$ cat config.mk
export PLATFORM = sky130hd
export DESIGN_NAME = ethernet_ipv4_l4_header_parser
export DESIGN_NICKNAME = d
export VERILOG_FILES = /design/src/design/eip_pkg.sv /design/src/design/ethernet_ipv4_l4_header_parser.sv
export VERILOG_INCLUDE_DIRS = /design/src /design/src/design
export SDC_FILE = /design/constraint.sdc
export NUM_CORES = 1
export LEC_CHECK = 0
export BUFFER_PORTS_ARGS = -buffer_cell sky130_fd_sc_hd__buf_4
export CAP_MARGIN = 20
export CORE_ASPECT_RATIO = 0.8
export CORE_MARGIN = 5
export CORE_UTILIZATION = 40
export CTS_BUF_LIST = sky130_fd_sc_hd__clkbuf_4 sky130_fd_sc_hd__clkbuf_8 sky130_fd_sc_hd__clkbuf_16
export CTS_CLUSTER_DIAMETER = 40
export DETAILED_ROUTE_END_ITERATION = 10
export PLACE_DENSITY = 0.64
export SLEW_MARGIN = 20
export SYNTH_ARGS = -nofsm -noshare
export SYNTH_HDL_FRONTEND = slang
export SYNTH_SLANG_ARGS = --single-unit
$ cat constraint.sdc
create_clock -name clk -period 9.6 [get_ports clk]
set_clock_uncertainty 0.2 [all_clocks]
set_input_delay 0.48 -clock clk [delete_from_list [all_inputs] [get_ports clk]]
set_output_delay 0.48 -clock clk [all_outputs]
set_load 0.01 [all_outputs]
$ cat src/design/ethernet_ipv4_l4_header_parser_defines.svh
// ----------------------------------------------------------------------------
// Assertion macros for the Ethernet / IPv4 / L4 header parser.
// ----------------------------------------------------------------------------
`ifndef ETHERNET_IPV4_L4_HEADER_PARSER_DEFINES_SVH
`define ETHERNET_IPV4_L4_HEADER_PARSER_DEFINES_SVH

// Checked property, disabled while reset is asserted.
`define EIP_ASSERT(lbl, prop, msg) \
    lbl: assert property (@(posedge clk) disable iff (!rst_n) prop) else $error(msg);

// Checked property, also evaluated during reset.
`define EIP_ASSERT_ALWAYS(lbl, prop, msg) \
    lbl: assert property (@(posedge clk) prop) else $error(msg);

`endif

$ cat src/design/eip_pkg.sv
// ----------------------------------------------------------------------------
// eip_pkg
// Field codes, protocol constants and result type for the header parser.
// ----------------------------------------------------------------------------
`default_nettype none

package eip_pkg;

    // Field identifiers carried on field_id
    localparam logic [4:0] FID_SRCIP    = 5'd0;
    localparam logic [4:0] FID_DSTIP    = 5'd1;
    localparam logic [4:0] FID_TOS      = 5'd2;
    localparam logic [4:0] FID_DFMF     = 5'd3;
    localparam logic [4:0] FID_TTL      = 5'd4;
    localparam logic [4:0] FID_PROTO    = 5'd5;
    localparam logic [4:0] FID_SPORT    = 5'd6;
    localparam logic [4:0] FID_DPORT    = 5'd7;
    localparam logic [4:0] FID_SEQ      = 5'd8;
    localparam logic [4:0] FID_ACK      = 5'd9;
    localparam logic [4:0] FID_TCPFLAGS = 5'd10;
    localparam logic [4:0] FID_WIN      = 5'd11;
    localparam logic [4:0] FID_ICMPTYPE = 5'd12;
    localparam logic [4:0] FID_ICMPCODE = 5'd13;
    localparam logic [4:0] FID_PAYSIZE  = 5'd14;
    localparam logic [4:0] FID_PAYBYTE  = 5'd15;
    localparam logic [4:0] FID_END      = 5'd16;

    // Ethernet / IP constants
    localparam logic [15:0] ETH_TYPE_IPV4 = 16'h0800;
    localparam logic [15:0] OFF_ETYPE_LO  = 16'd13;
    localparam logic [15:0] ETH_HDR_LEN   = 16'd14;
    localparam logic [7:0]  PROTO_ICMP    = 8'd1;
    localparam logic [7:0]  PROTO_TCP     = 8'd6;
    localparam logic [7:0]  PROTO_UDP     = 8'd17;
    localparam logic [5:0]  TCP_HDR_MIN   = 6'd20;
    localparam logic [5:0]  SHORT_L4_HDR  = 6'd8;
    localparam logic [3:0]  MIN_HDR_WORDS = 4'd5;

    // Byte offsets within the IPv4 header region of the frame
    localparam logic [15:0] OFF_IP_TOS    = 16'd15;
    localparam logic [15:0] OFF_IP_LEN_LO = 16'd17;
    localparam logic [15:0] OFF_IP_FLAGS  = 16'd20;
    localparam logic [15:0] OFF_IP_TTL    = 16'd22;
    localparam logic [15:0] OFF_IP_PROTO  = 16'd23;
    localparam logic [15:0] OFF_IP_SRC_LO = 16'd29;
    localparam logic [15:0] OFF_IP_DST_LO = 16'd33;

    // Byte offsets relative to the start of the L4 header
    localparam logic [15:0] REL_SPORT_LO = 16'd1;
    localparam logic [15:0] REL_DPORT_LO = 16'd3;
    localparam logic [15:0] REL_UDPLEN   = 16'd5;
    localparam logic [15:0] REL_SEQ_LO   = 16'd7;
    localparam logic [15:0] REL_ACK_LO   = 16'd11;
    localparam logic [15:0] REL_DOFF     = 16'd12;
    localparam logic [15:0] REL_FLAGS    = 16'd13;
    localparam logic [15:0] REL_WIN_LO   = 16'd15;
    localparam logic [15:0] REL_ICMPTYPE = 16'd0;
    localparam logic [15:0] REL_ICMPCODE = 16'd1;

    // One result item
    typedef struct packed {
        logic [4:0]  id;
        logic [31:0] value;
        logic        done;
    } result_t;

    // Saturating subtract, floors at zero
    function automatic logic [15:0] sat_sub(input logic [15:0] a, input logic [15:0] b);
        return (a > b) ? (a - b) : 16'd0;
    endfunction

endpackage

`default_nettype wire

$ cat src/design/ethernet_ipv4_l4_header_parser.sv
// ----------------------------------------------------------------------------
// ethernet_ipv4_l4_header_parser: byte-wide Ethernet/IPv4/TCP-UDP-ICMP parser
// Results are registered: in the output register, or in the skid stage while the output is held.
// Throughput: one byte per cycle while in_stall is low; in_stall is high while the skid stage is full.
// Reset: asynchronous, active low; clears parse state and empties the outputs.
// ----------------------------------------------------------------------------
`default_nettype none
`include "ethernet_ipv4_l4_header_parser_defines.svh"

module ethernet_ipv4_l4_header_parser (
    input  wire logic        clk,
    input  wire logic        rst_n,
    input  wire logic        in_valid,
    output logic             in_stall,
    input  wire logic [7:0]  frame_byte,
    input  wire logic        frame_end,
    output logic             out_valid,
    input  wire logic        out_stall,
    output logic [4:0]       field_id,
    output logic [31:0]      field_value,
    output logic             frame_done
);
    import eip_pkg::*;

    // Parse state
    logic [15:0] byte_offset_reg,       byte_offset_next;
    logic [15:0] ether_kind_reg,        ether_kind_next;
    logic [5:0]  ip_hdr_bytes_reg,      ip_hdr_bytes_next;
    logic [15:0] ip_total_len_reg,      ip_total_len_next;
    logic [7:0]  l4_proto_reg,          l4_proto_next;
    logic [5:0]  l4_hdr_bytes_reg,      l4_hdr_bytes_next;
    logic [15:0] payload_remaining_reg, payload_remaining_next;
    logic [31:0] field_accum_reg,       field_accum_next;

    // Output register and skid stage
    result_t out_reg, skid_reg, res_new;
    logic    out_valid_reg, skid_valid_reg;

    logic accept, out_fire, push, have;
    logic [31:0] acc;
    logic [16:0] ip_end;
    logic [15:0] rel;
    logic [3:0]  ihl, doff;
    logic [6:0]  hdr_sum;

    assign in_stall = skid_valid_reg;
    assign accept   = in_valid && !in_stall;
    assign out_fire = out_valid_reg && !out_stall;

    // Field extraction and next parse state for the accepted byte
    always_comb
    begin
        acc                    = {field_accum_reg[23:0], frame_byte};
        byte_offset_next       = byte_offset_reg;
        ether_kind_next        = ether_kind_reg;
        ip_hdr_bytes_next      = ip_hdr_bytes_reg;
        ip_total_len_next      = ip_total_len_reg;
        l4_proto_next          = l4_proto_reg;
        l4_hdr_bytes_next      = l4_hdr_bytes_reg;
        payload_remaining_next = payload_remaining_reg;
        field_accum_next       = acc;
        have                   = 1'b0;
        res_new                = '{id: FID_END, value: 32'd0, done: frame_end};
        ip_end                 = {1'b0, ETH_HDR_LEN} + {11'd0, ip_hdr_bytes_reg};
        rel                    = byte_offset_reg - ip_end[15:0];
        ihl                    = (frame_byte[3:0] < MIN_HDR_WORDS) ? MIN_HDR_WORDS
                                                                   : frame_byte[3:0];
        doff                   = (frame_byte[7:4] < MIN_HDR_WORDS) ? MIN_HDR_WORDS
                                                                   : frame_byte[7:4];
        hdr_sum                = {1'b0, ip_hdr_bytes_reg} + {1'b0, doff, 2'b00};

        if (byte_offset_reg == OFF_ETYPE_LO)
        begin
            ether_kind_next = acc[15:0];
        end
        else if (ether_kind_reg == ETH_TYPE_IPV4 && byte_offset_reg >= ETH_HDR_LEN)
        begin
            if (byte_offset_reg == ETH_HDR_LEN)
            begin
                ip_hdr_bytes_next = {ihl, 2'b00};
            end
            else if ({1'b0, byte_offset_reg} < ip_end)
            begin
                // IPv4 header fields
                case (byte_offset_reg)
                    OFF_IP_TOS:    begin have = 1'b1; res_new.id = FID_TOS;
                                         res_new.value = {24'd0, frame_byte}; end
                    OFF_IP_LEN_LO: ip_total_len_next = acc[15:0];
                    OFF_IP_FLAGS:  begin have = 1'b1; res_new.id = FID_DFMF;
                                         res_new.value = {30'd0, frame_byte[6:5]}; end
                    OFF_IP_TTL:    begin have = 1'b1; res_new.id = FID_TTL;
                                         res_new.value = {24'd0, frame_byte}; end
                    OFF_IP_PROTO:
                    begin
                        l4_proto_next = frame_byte;
                        if (frame_byte == PROTO_TCP)
                            l4_hdr_bytes_next = TCP_HDR_MIN;
                        else if (frame_byte == PROTO_UDP || frame_byte == PROTO_ICMP)
                            l4_hdr_bytes_next = SHORT_L4_HDR;
                        else
                            l4_hdr_bytes_next = 6'd0;
                        have          = 1'b1;
                        res_new.id    = FID_PROTO;
                        res_new.value = {24'd0, frame_byte};
                    end
                    OFF_IP_SRC_LO: begin have = 1'b1; res_new.id = FID_SRCIP;
                                         res_new.value = acc; end
                    OFF_IP_DST_LO: begin have = 1'b1; res_new.id = FID_DSTIP;
                                         res_new.value = acc; end
                    default: ;
                endcase
            end
            else if (l4_hdr_bytes_reg != 6'd0)
            begin
                if (rel < {10'd0, l4_hdr_bytes_reg})
                begin
                    // L4 header fields
                    if (l4_proto_reg == PROTO_TCP)
                    begin
                        case (rel)
                            REL_SPORT_LO: begin have = 1'b1; res_new.id = FID_SPORT;
                                                res_new.value = {16'd0, acc[15:0]}; end
                            REL_DPORT_LO: begin have = 1'b1; res_new.id = FID_DPORT;
                                                res_new.value = {16'd0, acc[15:0]}; end
                            REL_SEQ_LO:   begin have = 1'b1; res_new.id = FID_SEQ;
                                                res_new.value = acc; end
                            REL_ACK_LO:   begin have = 1'b1; res_new.id = FID_ACK;
                                                res_new.value = acc; end
                            REL_DOFF:
                            begin
                                l4_hdr_bytes_next      = {doff, 2'b00};
                                payload_remaining_next = sat_sub(ip_total_len_reg,
                                                                 {9'd0, hdr_sum});
                            end
                            REL_FLAGS:    begin have = 1'b1; res_new.id = FID_TCPFLAGS;
                                                res_new.value = {26'd0, frame_byte[5:0]}; end
                            REL_WIN_LO:   begin have = 1'b1; res_new.id = FID_WIN;
                                                res_new.value = {16'd0, acc[15:0]}; end
                            default: ;
                        endcase
                    end
                    else if (l4_proto_reg == PROTO_UDP)
                    begin
                        case (rel)
                            REL_SPORT_LO: begin have = 1'b1; res_new.id = FID_SPORT;
                                                res_new.value = {16'd0, acc[15:0]}; end
                            REL_DPORT_LO: begin have = 1'b1; res_new.id = FID_DPORT;
                                                res_new.value = {16'd0, acc[15:0]}; end
                            REL_UDPLEN:   payload_remaining_next =
                                              sat_sub(acc[15:0], {10'd0, SHORT_L4_HDR});
                            default: ;
                        endcase
                    end
                    else
                    begin
                        if (rel == REL_ICMPTYPE)
                        begin
                            payload_remaining_next = sat_sub(ip_total_len_reg,
                                {10'd0, ip_hdr_bytes_reg} + {10'd0, SHORT_L4_HDR});
                            have          = 1'b1;
                            res_new.id    = FID_ICMPTYPE;
                            res_new.value = {24'd0, frame_byte};
                        end
                        else if (rel == REL_ICMPCODE)
                        begin
                            have          = 1'b1;
                            res_new.id    = FID_ICMPCODE;
                            res_new.value = {24'd0, frame_byte};
                        end
                    end
                    // Last header byte: report payload size
                    if (rel + 16'd1 == {10'd0, l4_hdr_bytes_next})
                    begin
                        have          = 1'b1;
                        res_new.id    = FID_PAYSIZE;
                        res_new.value = {16'd0, payload_remaining_next};
                    end
                end
                else if (payload_remaining_reg != 16'd0)
                begin
                    payload_remaining_next = payload_remaining_reg - 16'd1;
                    have                   = 1'b1;
                    res_new.id             = FID_PAYBYTE;
                    res_new.value          = {24'd0, frame_byte};
                end
            end
        end

        // Frame end clears everything; otherwise advance the offset, saturating at 16'hFFFF
        if (frame_end)
        begin
            byte_offset_next       = 16'd0;
            ether_kind_next        = 16'd0;
            ip_hdr_bytes_next      = 6'd0;
            ip_total_len_next      = 16'd0;
            l4_proto_next          = 8'd0;
            l4_hdr_bytes_next      = 6'd0;
            payload_remaining_next = 16'd0;
            field_accum_next       = 32'd0;
        end
        else if (byte_offset_reg != 16'hFFFF)
        begin
            byte_offset_next = byte_offset_reg + 16'd1;
        end
    end

    assign push = accept && (have || frame_end);

    // Parse state registers
    always_ff @(posedge clk or negedge rst_n)
    begin
        if (!rst_n)
        begin
            byte_offset_reg       <= 16'd0;
            ether_kind_reg        <= 16'd0;
            ip_hdr_bytes_reg      <= 6'd0;
            ip_total_len_reg      <= 16'd0;
            l4_proto_reg          <= 8'd0;
            l4_hdr_bytes_reg      <= 6'd0;
            payload_remaining_reg <= 16'd0;
            field_accum_reg       <= 32'd0;
        end
        else if (accept)
        begin
            byte_offset_reg       <= byte_offset_next;
            ether_kind_reg        <= ether_kind_next;
            ip_hdr_bytes_reg      <= ip_hdr_bytes_next;
            ip_total_len_reg      <= ip_total_len_next;
            l4_proto_reg          <= l4_proto_next;
            l4_hdr_bytes_reg      <= l4_hdr_bytes_next;
            payload_remaining_reg <= payload_remaining_next;
            field_accum_reg       <= field_accum_next;
        end
    end

    // Output register with skid stage; stall is the skid occupancy
    always_ff @(posedge clk or negedge rst_n)
    begin
        if (!rst_n)
        begin
            out_valid_reg  <= 1'b0;
            skid_valid_reg <= 1'b0;
        end
        else if (skid_valid_reg)
        begin
            if (out_fire)
                skid_valid_reg <= 1'b0;
        end
        else if (push)
        begin
            if (out_valid_reg && !out_fire)
                skid_valid_reg <= 1'b1;
            else
                out_valid_reg <= 1'b1;
        end
        else if (out_fire)
        begin
            out_valid_reg <= 1'b0;
        end
    end

    // Result payload
    always_ff @(posedge clk)
    begin
        if (skid_valid_reg)
        begin
            if (out_fire)
                out_reg <= skid_reg;
        end
        else if (push)
        begin
            if (out_valid_reg && !out_fire)
                skid_reg <= res_new;
            else
                out_reg <= res_new;
        end
    end

    assign out_valid   = out_valid_reg;
    assign field_id    = out_reg.id;
    assign field_value = out_reg.value;
    assign frame_done  = out_reg.done;

    // Checks
    `EIP_ASSERT_ALWAYS(a_skid_needs_out, (skid_valid_reg |-> out_valid_reg),
        "skid holds an item while the output register is empty")
    `EIP_ASSERT(a_end_gives_result, (accept && frame_end |=> out_valid),
        "frame end produced no result")
    `EIP_ASSERT(a_end_clears_offset, (accept && frame_end |=> byte_offset_reg == 16'd0),
        "offset not cleared after frame end")
    `EIP_ASSERT(a_ip_hdr_len, (ip_hdr_bytes_reg == 6'd0 || ip_hdr_bytes_reg >= TCP_HDR_MIN),
        "IPv4 header length below minimum")
    `EIP_ASSERT(a_paybyte_narrow,
        (out_valid && field_id == FID_PAYBYTE |-> field_value[31:8] == 24'd0),
        "payload byte wider than eight bits")

endmodule

`default_nettype wire
==> qor.txt <==
status: completed
CP Class: reg -> reg
post-synthesis sequential element count: 184
Area Overhead vs Synth: 11.8%
worst slew pin tran: 1070 ps
CP required: 9700 ps
final period utilization: 0.688
CP Max Fanout: 23
share of layout cells above drive strength 1: 0.112
number of synthesized flops with an enable pin: 76
Period minus WS final: 6600 ps
Synth Net Count: 1418
routed wire length: 39.4 mm
setup slack, reg-to-reg: 3000 ps
H-tree Lvls: 4
element type at the critical path end: flip-flop
Simple-Gate Fraction of Synth Area: 0.239
Core Region: 0.0295 mm2
Hold Fails Final Rpt: 0
num ports: 53
initial antenna violation count: 0
mux cell area share after synthesis: 0.0332
DRC violations left: 0
Reg2Reg Capture Point: field_value[4]$_DFFE_PP_
max reg flops: 38
Vias: 11000
vias in the first global route: 10000
Site Rows: 56
CP Launch Type: flip-flop
Yosys Warn Count: 0
Maximum Capacitance Violations: 0
Reg clk slew, reported paths: 80 ps
Die ar.: 0.0337 mm2
router iterations before antenna repair: 6
top cell type's share of synthesized area: 0.224
final setup violation count: 0
Synth area leader: dfrtp_1
pin count of the biggest net entering global routing: 56
Root Buffer: clkbuf_16
XOR/XNOR Fraction of Synth Area: 0.0371
Async SR Flop Fraction: 0.587
CTS tree: built
Fillers: 2847
R2R depth: 17
Longest Clk Path Bufs: 2
Critical Path AT: 6700 ps
Primary FF master, synth: dfrtp_1
pwr dens: 177 mW/mm2
CTS Sinks: 184
Worst Hold Class: in -> reg
IO Port Bufs: 52
Synth cell types: 84
Mean Syn Cell Area: 8.82 um2
first-pass GRT wire length: 60.9 mm
area of the mapped netlist: 0.0121 mm2
worst vdd ir: 113 uV
Skew-Pair Late Insertion Delay: 450 ps
TritonCTS Buffers: 17
Hold EP: out_valid$_DFFE_PN0P_
critical path launch point: ip_hdr_bytes_reg[3]$_DFFE_PN0P_
Synth Area in Compound Gates: 0.194
HP Start: out_stall
GRT Total Usage: 0.233
Final ANT Viol Nets: 0
combinational family with the most area after synthesis: simple AND/OR/NAND/NOR gates
die span in x: 204 um
register area share after synthesis: 0.414
DP Cell Count: 1761
reg2reg start: ip_hdr_bytes_reg[3]$_DFFE_PN0P_
wire per inst: 21.9 um
Final #Nets: 1427
unrepaired setup endpoints after global routing: false
DP Wirelength: 28.4 mm
FMAX: 151 MHz
First DRT Iteration DRCs: 1346
drt via density: 6.13
post-CTS setup buffer count: 0
Final Max Slew Viols: 0
Syn Inst Count: 1367
Design Area, Final: 0.0135 mm2
die extent in y: 165 um
hold path cells: 3
Initial Utilization: 0.409
max_slew headroom: 0.287
fin cells: 1796
Setup Total Neg Slack: 0 ps
Placed Instance Area: 0.0128 mm2
Leak: 0.00538 uW
Placer Congestion: 0.966
Layout Utilization: 0.457
grt ovf: 0
synth top area cells: dfrtp_1, edfxtp_1, nand2_1, nor2_1, o21ai_0
Post-Synth Adder-Cell Area: 0.0419
-- metal layers --
metal,vias up,GRT usage,share of wire
met5,-,0,0
met4,0,0.0682,0.025
met3,83,0.0574,0.11
met2,617,0.322,0.40
met1,5279,0.358,0.47
li1,5027,-,-
-- layout make-up --
cell class | instances | area (um2) | share of cell area
antenna | 1 | 2.50 | 0.000186
clock buffer | 17 | 425 | 0.0316
clock inverter | 15 | 218 | 0.0162
inverter | 44 | 165 | 0.0123
multi-input combinational | 1060 | 6600 | 0.490
sequential | 184 | 4980 | 0.370
tap | 406 | 508 | 0.0377
timing repair buffer | 69 | 568 | 0.0422
-- where the power goes --
part	switching, uW	internal [uW]	leakage (uW)	total, uW
sequential	64.2	879	0.00216	943
combinational	435	251	0.00290	686
clock	389	367	0.000310	756
-- worst max-delay path by stage --
stage | end | slack (ps) | cells after the start
floorplan | field_id[0]$_DFFE_PP_ | 1860 | 18
global placement | field_value[25]$_DFFE_PP_ | 3000 | 15
detailed placement | skid_reg[17]$_DFFE_PP_ | 2900 | 15
CTS | skid_reg[14]$_DFFE_PP_ | 2890 | 15
global route | field_value[10]$_DFFE_PP_ | 2380 | 17
finish | field_value[4]$_DFFE_PP_ | 3000 | 17
-- critical path: stages (launching register included) --
cell and delay [ps]:
dfrtp_1 470, inv_1 140, ha_1 220, a21oi_1 160
xor2_1 160, ha_1 310, a21oi_2 300, o221ai_1 180
a22oi_1 700, nor4b_1 700, and3_1 350, nand2_1 550
nor4_1 540, a21oi_1 90, a221oi_1 840, a21o_1 230
o21ai_0 120, a31oi_1 190
-- cells in the final DEF, fill, tap and decap left out, drive strengths merged, types with 8 or more instances in the layout --
master,synthesis,layout
nand2,159,159
nor2,128,128
dfrtp,108,108
o21ai,104,104
a21oi,87,87
edfxtp,76,76
buf,11,68
nor3,53,53
inv,43,52
nand3,48,48
and2,41,41
ha,34,34
nor4,30,30
xnor2,29,29
mux2,24,24
xor2,22,22
or3,21,21
nor2b,20,20
and3,20,20
a22o,19,19
a211oi,19,19
clkbuf,68,17
a31o,17,17
mux2i,13,13
a22oi,12,12
nand4,11,11
nand2b,10,10
o211ai,10,10
a31oi,10,10
a21o,8,8
-- cell families after synthesis --
kind of cell,after synthesis
AND/OR/NAND/NOR,578
AO/OA/AOI/OAI,356
flip-flops,184
buffers and inverters,123
XOR/XNOR,51
adder cells (fa/ha/maj),38
multiplexers,37
-- per-stage QoR --
stage / setup WS (ps) / power [uW] / hold slack [ps]
after floorplan: 1860 / 1420 / -15.6
after global placement: 3000 / 1620 / 287
after detailed placement: 2900 / 1630 / 284
after CTS: 2890 / 2380 / 86.1
after global routing: 2380 / 2510 / 108
final: 3000 / 2390 / 102
-- synthesized netlist by cell type (all sizes together), types with 22 or more instances --
library cell / n
xor2: 22
edfxtp: 76
clkbuf: 68
dfrtp: 108
nor3: 53
mux2: 24
and2: 41
a21oi: 87
nor4: 30
inv: 43
nand3: 48
nand2: 159
xnor2: 29
ha: 34
nor2: 128
o21ai: 104
-- timing repair --
action,4_1_cts,5_1_grt
hold buffers,1,0
hold endpoints to repair,53,0
gates resized for setup,0,0
Power figures use the tool's default switching activity.
